`config.mk`:
```
export PLATFORM = sky130hd
export DESIGN_NAME = pfb_page_merge
export DESIGN_NICKNAME = d
export VERILOG_FILES = /design/src/hw/rtl/pfb_pkg.sv /design/src/hw/rtl/pfb_page_merge.sv
export SDC_FILE = /design/constraint.sdc
export NUM_CORES = 1
export LEC_CHECK = 0
export BUFFER_PORTS_ARGS = -buffer_cell sky130_fd_sc_hd__buf_2
export CELL_PAD_IN_SITES_DETAIL_PLACEMENT = 1
export CELL_PAD_IN_SITES_GLOBAL_PLACEMENT = 1
export CORE_MARGIN = 8
export CORE_UTILIZATION = 41
export DETAILED_ROUTE_END_ITERATION = 8
export PLACE_DENSITY = 0.94
export SLEW_MARGIN = 25
export SYNTH_ARGS = -nofsm -noshare
export SYNTH_HDL_FRONTEND = slang
export SYNTH_SLANG_ARGS = --single-unit
```
`constraint.sdc`:
```
create_clock -name vclk -period 3.7
set_clock_uncertainty 0.15 [all_clocks]
set_input_delay 0.37 -clock vclk [all_inputs]
set_output_delay 0.37 -clock vclk [all_outputs]
set_load 0.01 [all_outputs]
```
`src/hw/rtl/pfb_pkg.sv`:
```
// Shared types and constants for the page frame buffer column blitter.
package pfb_pkg;

   localparam int COLUMNS     = 128;
   localparam int PAGE_COUNT  = 8;
   localparam int ROW_COUNT   = PAGE_COUNT * 8;
   localparam int STORE_BYTES = PAGE_COUNT * COLUMNS;
   localparam int ADDR_W      = $clog2(STORE_BYTES);
   localparam int PAGE_W      = (PAGE_COUNT > 1) ? $clog2(PAGE_COUNT) : 1;
   localparam int ROW_W       = 8;
   localparam int STREAM_BITS = 24;

   typedef enum logic [1:0] {
      OP_BLIT  = 2'd0,
      OP_READ  = 2'd1,
      OP_CLEAR = 2'd2
   } op_type;

   typedef enum logic [2:0] {
      ST_CLEAR,
      ST_IDLE,
      ST_SETUP,
      ST_PAGE_RD,
      ST_PAGE_WR,
      ST_READ,
      ST_RESP
   } state_type;

   typedef struct packed {
      logic [1:0]  opcode;
      logic [6:0]  column;
      logic [5:0]  top_row;
      logic [4:0]  height;
      logic [2:0]  bit_offset;
      logic [23:0] pixel_bits;
      logic [2:0]  page_index;
   } req_type;

   typedef struct packed {
      logic [7:0] read_data;
      logic       clipped;
   } rsp_type;

endpackage

```
`src/hw/rtl/pfb_page_merge.sv`:
```
// Merges the run's pixels into one page byte of a column.
module pfb_page_merge (
   input  pfb_pkg::req_type                 req,
   input  logic [pfb_pkg::PAGE_W-1:0]       lpage,
   input  logic [7:0]                       old_byte,
   output logic [7:0]                       new_byte
);

   always_comb begin
      logic [pfb_pkg::ROW_W-1:0] row;
      logic [pfb_pkg::ROW_W-1:0] pos;
      logic [pfb_pkg::ROW_W-1:0] top;
      logic [pfb_pkg::ROW_W-1:0] run_end;
      logic                      hit;
      logic                      pix;
      top     = pfb_pkg::ROW_W'(req.top_row);
      run_end = top + pfb_pkg::ROW_W'(req.height);
      new_byte = old_byte;
      for (int b = 0; b < 8; b++) begin
         row = pfb_pkg::ROW_W'({lpage, 3'(b)});
         hit = (row >= top) && (row < run_end);
         pos = pfb_pkg::ROW_W'(req.bit_offset) + (row - top);
         // stream bit k sits at bit 23-k; past the stream end pixels are 0
         if (pos < pfb_pkg::ROW_W'(pfb_pkg::STREAM_BITS)) begin
            pix = req.pixel_bits[5'(pfb_pkg::STREAM_BITS - 1) - 5'(pos)];
         end else begin
            pix = 1'b0;
         end
         if (hit) begin
            new_byte[3'(7 - b)] = pix;
         end
      end
   end

endmodule

```
==> flow_summary.toml, run 1 <==
[power_and_ir_drop]
irDropWorstVdd_mv = 0.08217
power_mw = 0.6583
power.leakage_nw = 1.322
p_per_area_nw_per_um2 = 235.1

[detailed_routing]
drtIter0Drc = 148
antenna_left = 0
drc = 0
firstDrtPassIters = 4
routed_wl_um = 8182
vias = 2485
wire_per_inst_um = 20.20
viasPerCell = 6.136

[global_routing]
grt_pass1_vias = 2751
grt_pass1_wl_um = 13100
grt_max_degree = 21
overflow = 0
antenna_found_initial = 0
track_usage_pct = 18.38

[run_status]
status = "completed"

[logic_synthesis]
ys_warn_count = 0
yosys.area.top_type = "ha_1"
synth_nets = 378
syn_area_um2 = 2412
yosys-top-cells-area = "ha_1 16%, mux4_2 10%, mux2i_1 9.5%"
yosysUniqueCellTypes = 54
synth.top_cell.area_share_pct = 15.56
avgSynthCellArea_um2 = 8.615
syn_inst = 280
synth_commonest_cells = "30 x ha_1, 26 x a21oi_1, 24 x inv_1"
synth.most_common_cell = "ha_1"
seq_area_frac_synth_pct = 0

[sta]
setup_viol = 0
fin_ws_ns = 0.1084
hold_viol = 0
tns_ns = 0
finalCriticalPeriod_ns = 3.592
fin_crit_sh_pct = 97.07
relSlewSlack_pct = 67.11
worst_pin_slew_ns = 0.4933
slew_violations = 0
rsz0062_at_grt = "yes"
max_freq_mhz = 278.4

[setup_path]
critical_path_class = "input pin to output port"
critPathMaxStageDelay_ns = 0.40
cp-start-kind = "input pin"
crit_chain = "buf_2, ha_1, inv_1, fa_1, nor2b_1, o21ai_1, nand2_1, xnor2_1, ha_1, a21o_1, a21oi_1, a211oi_1, a221oi_1, mux2_2, buf_2"
worstPathArrival_ns = 3.07
critPathMaxFanout = 3
slowest_stage = "fa_1"
cp_num_buf_inv = 3
cp_top_family = "compound AO/OA/AOI/OAI gates"
critPathCaptureType = "output port"
required_ns = 3.18
crit_path_start = "req[35]"

[floorplan]
die_w_um = 92.71
start_util_pct = 41.48
dieArea_um2 = 8594
fp.dieH_um = 92.71
ios = 69
coreArea_um2 = 5816
num_rows = 28

[place]
dp_hpwl_um = 7061
post-place-ws_ns = 0.005734
port_buffers = 49
place_congestion = 0.8821
postPlaceCellArea_um2 = 2746

[cells_and_area]
design_area_um2 = 2800
seq_cells = 0
regArea_um2 = 0
final_util_pct = 48.15
antenna_cells = 0
area_delta_synth_final_pct = 16.08
fin_nets = 430
nClkBuffers = 0
layout-drive-gt1-share_pct = 27.88

[clocking]
hold_buffers = 0

[min_path]
holdCritStartpoint = "old_byte[6]"
min-delay-path-class = "input pin to output port"

[flow_run]
drv_cap = 0
==> layer usage <==
layer | routed length [µm] | global-route usage [%] | vias to the layer above
met4 | 261 | 6.443 | 0
li1 | - | - | 1147
met2 | 4279 | 35.10 | 89
met5 | 0 | 0 | -
met3 | 404 | 1.942 | 23
met1 | 3237 | 20.40 | 1226
==> cell type report <==
| class | instances | area, µm² |
|---|---|---|
| repair buffers | 65 | 365.4 |
| inverters | 24 | 90.09 |
| multi-input cells | 241 | 2251 |
| fillers | 749 | 3015 |
| well taps | 75 | 93.84 |
==> cell usage in the layout, fill, tap and decap left out, types with 11 or more instances in the layout <==
cell and n:
buf_2 49, mux4_2 11, mux2i_1 23, nor2_1 13, buf_4 16, a21oi_1 25, nand2_1 11, ha_1 29
xnor2_1 14, inv_1 24
==> timing repair <==
action                     CTS  global route
setup endpoints to repair    1             4
pin swaps                    0             3
buffers inserted             0             2
gates resized for setup      1             7
gates cloned                 0             0
==> where the power goes <==
| part | internal (mW) | switching (mW) | total, mW |
|---|---|---|---|
| clock network | 0 | 0 | 0 |
| registers | 0 | 0 | 0 |
| logic | 0.316 | 0.343 | 0.658 |
==> path summary, 6_finish.rpt <==
kind,slack [ns],endpoint,cells after the start
setup / recovery,0.11,new_byte[2],15
hold / removal,0.59,new_byte[6],0
==> per-stage QoR <==
step	cells	hold WS, ns
detailed placement	403	0.5901
global route	405	0.5900
CTS	403	0.5901
floorplan	280	0.6818
finish	405	0.5900
global placement	403	0.5901
==> kinds of logic after synthesis <==
kind of cell / after synthesis / synth area share [%]
AO/OA/AOI/OAI: 78 / 21.78
AND/OR/NAND/NOR: 60 / 12.86
multiplexers: 42 / 26.66
buffers and inverters: 39 / 8.298
adder cells (fa/ha/maj): 37 / 21.37
XOR/XNOR: 24 / 9.025
(Power assumes the default switching activity.)
==> run 2: changes to the inputs <==
--- a/config.mk
+++ b/config.mk
@@ -8,6 +8,7 @@
 export BUFFER_PORTS_ARGS = -buffer_cell sky130_fd_sc_hd__buf_2
 export CELL_PAD_IN_SITES_DETAIL_PLACEMENT = 1
 export CELL_PAD_IN_SITES_GLOBAL_PLACEMENT = 1
+export CORE_ASPECT_RATIO = 1.1
 export CORE_MARGIN = 8
 export CORE_UTILIZATION = 41
 export DETAILED_ROUTE_END_ITERATION = 8
==> run 2 against run 1 <==
- core utilization is 0.74 points higher
- worst hold slack is the same
- setup slack got worse by 0.030 ns
- critical endpoint is now new_byte[1]
- largest power group unchanged
- via count decreased by 1.9%
- routed wire length fell by 2.6%
- clock-buffer cell count unchanged
- final cell count stayed put
- global-route usage up 0.095 points
- non-clock buffer count is 2 lower
- power rose by 1.2%
- final area about the same
==> flow_summary.toml, run 2 (synthesis results as in run 1) <==
[setup_path]
cp_top_family = "multiplexers"
critPathMaxStageDelay_ns = 0.36
crit_chain = "buf_2, buf_4, ha_2, xnor2_1, ha_2, xor2_4, mux4_2, mux2i_2, o21ai_0, o311ai_1, a22oi_1, mux2_2, buf_2"
worstPathArrival_ns = 3.10
cp_num_buf_inv = 3
required_ns = 3.18
cp-start-kind = "input pin"
critPathCaptureType = "output port"
critical_path_class = "input pin to output port"
critPathMaxFanout = 10
slowest_stage = "mux4_2"

[floorplan]
num_rows = 29
die_w_um = 89.14
ios = 69
start_util_pct = 42.08
fp.dieH_um = 96.45
coreArea_um2 = 5733
dieArea_um2 = 8597

[power_and_ir_drop]
netSwitchingFraction_pct = 51.96
power_mw = 0.6663
pwr-share-seq_pct = 0
p_per_area_nw_per_um2 = 237.7
power.leakage_nw = 1.296
power_frac_clock_pct = 0
power_frac_comb_pct = 100.0
switchingPower_mw = 0.3462
p_int_mw = 0.3201
irDropWorstVdd_mv = 0.09217

[cells_and_area]
multi_input_area_um2 = 2266
antenna_cells = 0
nClkBuffers = 0
design_area_um2 = 2803
final_common_cell = "buf_2"
n_fill_cell = 733
layout.cells.non_filler = 405
seq_cells = 0
regArea_um2 = 0
fin_nets = 428
layout-drive-gt1-share_pct = 30.18
final_util_pct = 48.89
final_cell_mix = "49 x buf_2, 26 x ha_1, 25 x a21oi_1"
area_delta_synth_final_pct = 16.18

[min_path]
min_to = "new_byte[5]"
holdCritStartpoint = "old_byte[5]"
min_path_cells = 0
min-delay-path-class = "input pin to output port"

[sta]
finalCriticalPeriod_ns = 3.621
hold_viol = 0
whs_ns = 0.5900
slew_violations = 0
max_freq_mhz = 276.1
relSlewSlack_pct = 62.59
worst_pin_slew_ns = 0.5560
setup_viol = 0
fin_crit_sh_pct = 97.88

[global_routing]
overflow = 0
track_usage_pct = 18.47
grt_pass1_wl_um = 12700
grt_pass1_vias = 2700
antenna_found_initial = 0
grt_max_degree = 21

[detailed_routing]
antenna_left = 0
vias = 2437
drc = 0
wire_per_inst_um = 19.68
firstDrtPassIters = 4
viasPerCell = 6.017
routed_wl_um = 7972
drtIter0Drc = 120

[clocking]
hold_buffers = 0

[place]
port_buffers = 49
place_congestion = 0.9433
dp_hpwl_um = 6820
dp_cells = 405
postPlaceCellArea_um2 = 2749

[flow_run]
drv_cap = 0

[run_status]
status = "completed"
-- run 2: worst max-delay path by stage --
| stage | start | endpoint | slack, ns | cells past startpoint |
|---|---|---|---|---|
| finish | req[36] | new_byte[1] | 0.08 | 13 |
| global route | req[36] | new_byte[1] | -0.07 | 13 |
| CTS | req[36] | new_byte[1] | 0.04 | 12 |
| detailed placement | req[36] | new_byte[1] | 0.04 | 12 |
| global placement | req[35] | new_byte[1] | 0.14 | 16 |
| floorplan | req[36] | new_byte[1] | 0.46 | 11 |
-- run 2: metal layers --
metal,vias up,GRT usage (%),share of wire [%]
met5,-,0,0
met4,0,6.103,2.5
met3,17,1.607,4.3
met2,82,34.24,52
met1,1192,21.66,41
li1,1146,-,-
-- run 2: metrics by stage --
step	setup WS [ns]	TNS [ns]
6_report	0.07862	0
2_1_floorplan	0.4647	0
3_3_place_gp	0.1374	0
3_5_place_dp	0.03646	0
5_1_grt	-0.06538	-0.06538
4_1_cts	0.03562	0
-- run 2: layout make-up --
cell class / count / share of cell area [%]
Inverter: 24 / 3.214
Multi-Input combinational cell: 241 / 80.85
Tap cell: 77 / 3.437
Timing Repair Buffer: 63 / 12.50
-- run 2: what timing repair did --
item,in CTS,in global routing
resized for setup,0,18
setup buffers,0,0
setup endpoints to repair,0,3
endpoints found under the hold margin,0,0
-- run 2: power by group through the flow --
stage | Combinational (mW) | Sequential [mW] | Clock, mW
global placement | 0.595 | 0 | 0
finish | 0.666 | 0 | 0
CTS | 0.637 | 0 | 0
floorplan | 0.457 | 0 | 0
detailed placement | 0.634 | 0 | 0
global route | 0.725 | 0 | 0
==> run 3: changes to the inputs <==
--- a/config.mk
+++ b/config.mk
@@ -10,9 +10,9 @@
 export CELL_PAD_IN_SITES_GLOBAL_PLACEMENT = 1
 export CORE_ASPECT_RATIO = 1.1
 export CORE_MARGIN = 8
-export CORE_UTILIZATION = 41
+export CORE_UTILIZATION = 30
 export DETAILED_ROUTE_END_ITERATION = 8
-export PLACE_DENSITY = 0.94
+export PLACE_DENSITY = 0.74
 export SLEW_MARGIN = 25
 export SYNTH_ARGS = -nofsm -noshare
 export SYNTH_HDL_FRONTEND = slang
==> run 3 against run 2 <==
- die area increased by 30%
- final area increased by 1.7%
- global-route usage decreased by 5.0 points
- power decreased by 2.7%
- sequential share of layout area unchanged
- clock-buffer cell count unchanged
- core utilization decreased by 13 points
- critical path depth decreased by 1
- via count decreased by 3.7%
- first-iteration DRC count decreased by 44%
- routed wire length decreased by 7.2%
- largest cell class unchanged
- largest power group unchanged
==> flow_summary.toml, run 3 (synthesis results as in run 1) <==
[global_routing]
grt_pass1_vias = 2566
grt_max_degree = 21
grt_pass1_wl_um = 12410
track_usage_pct = 13.47
antenna_found_initial = 0
overflow = 0

[power_and_ir_drop]
irDropWorstVdd_mv = 0.09089
power.leakage_nw = 1.318
power_mw = 0.6485
p_per_area_nw_per_um2 = 227.6

[sta]
rsz0062_at_grt = "no"
fin_crit_sh_pct = 94.94
fin_ws_ns = 0.1872
slew_violations = 0
worst_pin_slew_ns = 0.4115
setup_viol = 0
relSlewSlack_pct = 72.33
hold_viol = 0
tns_ns = 0
max_freq_mhz = 284.7
finalCriticalPeriod_ns = 3.513

[setup_path]
worstPathArrival_ns = 2.99
critical_path_class = "input pin to output port"
cp-start-kind = "input pin"
critPathCaptureType = "output port"
required_ns = 3.18
critPathMaxFanout = 10

[clocking]
hold_buffers = 0

[cells_and_area]
nClkBuffers = 0
area_delta_synth_final_pct = 18.10
seq_cells = 0
final_util_pct = 36.20
final_common_cell = "buf_2"
regArea_um2 = 0
antenna_cells = 0
n_fill_cell = 959
final_cell_mix = "49 x buf_2, 29 x ha_1, 26 x a21oi_1"
layout-drive-gt1-share_pct = 29.00
fin_nets = 431

[place]
post-place-ws_ns = 0.05030
dp_hpwl_um = 6515
place_congestion = 0.8192
port_buffers = 49

[floorplan]
start_util_pct = 30.65
fp.dieH_um = 110.1
die_w_um = 101.5
ios = 69
coreArea_um2 = 7870
num_rows = 34
dieArea_um2 = 11170

[detailed_routing]
vias = 2347
viasPerCell = 5.346
drtIter0Drc = 67
wire_per_inst_um = 16.85
antenna_left = 0
routed_wl_um = 7395
drc = 0
firstDrtPassIters = 4

[min_path]
min-delay-path-class = "input pin to output port"

[flow_run]
drv_cap = 0

[run_status]
status = "completed"
-- run 3: cell types whose count changed in the layout (fill, tap and decap cells not counted), sizes merged --
cell	change
buf	+3
-- run 3: final cells by class --
| class | instances | area [µm²] | area share [%] |
|---|---|---|---|
| inverters | 24 | 90.09 | 3.162 |
| repair buffers | 66 | 372.9 | 13.09 |
| well taps | 108 | 135.1 | 4.743 |
| multi-input cells | 241 | 2251 | 79.01 |
-- run 3: path summary, 6_finish.rpt --
| check | startpoint | end | slack, ns | cells past startpoint |
|---|---|---|---|---|
| worst max-delay path | req[36] | new_byte[1] | 0.19 | 12 |
| worst min-delay path | old_byte[7] | new_byte[7] | 0.59 | 0 |
-- run 3: metal layers --
| metal | part of all wire (%) | up-vias | track usage [%] |
|---|---|---|---|
| li1 | - | 1150 | - |
| met1 | 42 | 1168 | 15.87 |
| met4 | 1.7 | 0 | 2.130 |
| met2 | 55 | 25 | 26.46 |
| met3 | 1.5 | 4 | 0.5025 |
| met5 | 0 | - | 0 |
-- run 3: critical path, stage by stage --
cell and delay (ns):
buf_2 0.12, buf_4 0.17, ha_1 0.24, xnor2_1 0.15, ha_1 0.35, xor2_2 0.32, mux4_1 0.22, mux2i_1 0.10
or4_1 0.53, a22oi_1 0.14, mux2_2 0.16, buf_2 0.12
-- run 3: timing repair --
action,in CTS,in global routing
setup endpoints to repair,0,4
resized for setup,0,10
setup buffers,0,1
-- run 3: report_power, final --
part           leakage, nW  internal (mW)  switching [mW]
logic                 1.32          0.316           0.332
registers                0              0               0
clock network            0              0               0
-- run 3: through the flow --
stage          instances  area, µm²  hold WS [ns]
3_5_place_dp         438       2803        0.5901
2_1_floorplan        280       2412        0.6818
3_3_place_gp         438       2803        0.5901
5_1_grt              439       2849        0.5900
6_report             439       2849        0.5900
4_1_cts              438       2803        0.5901
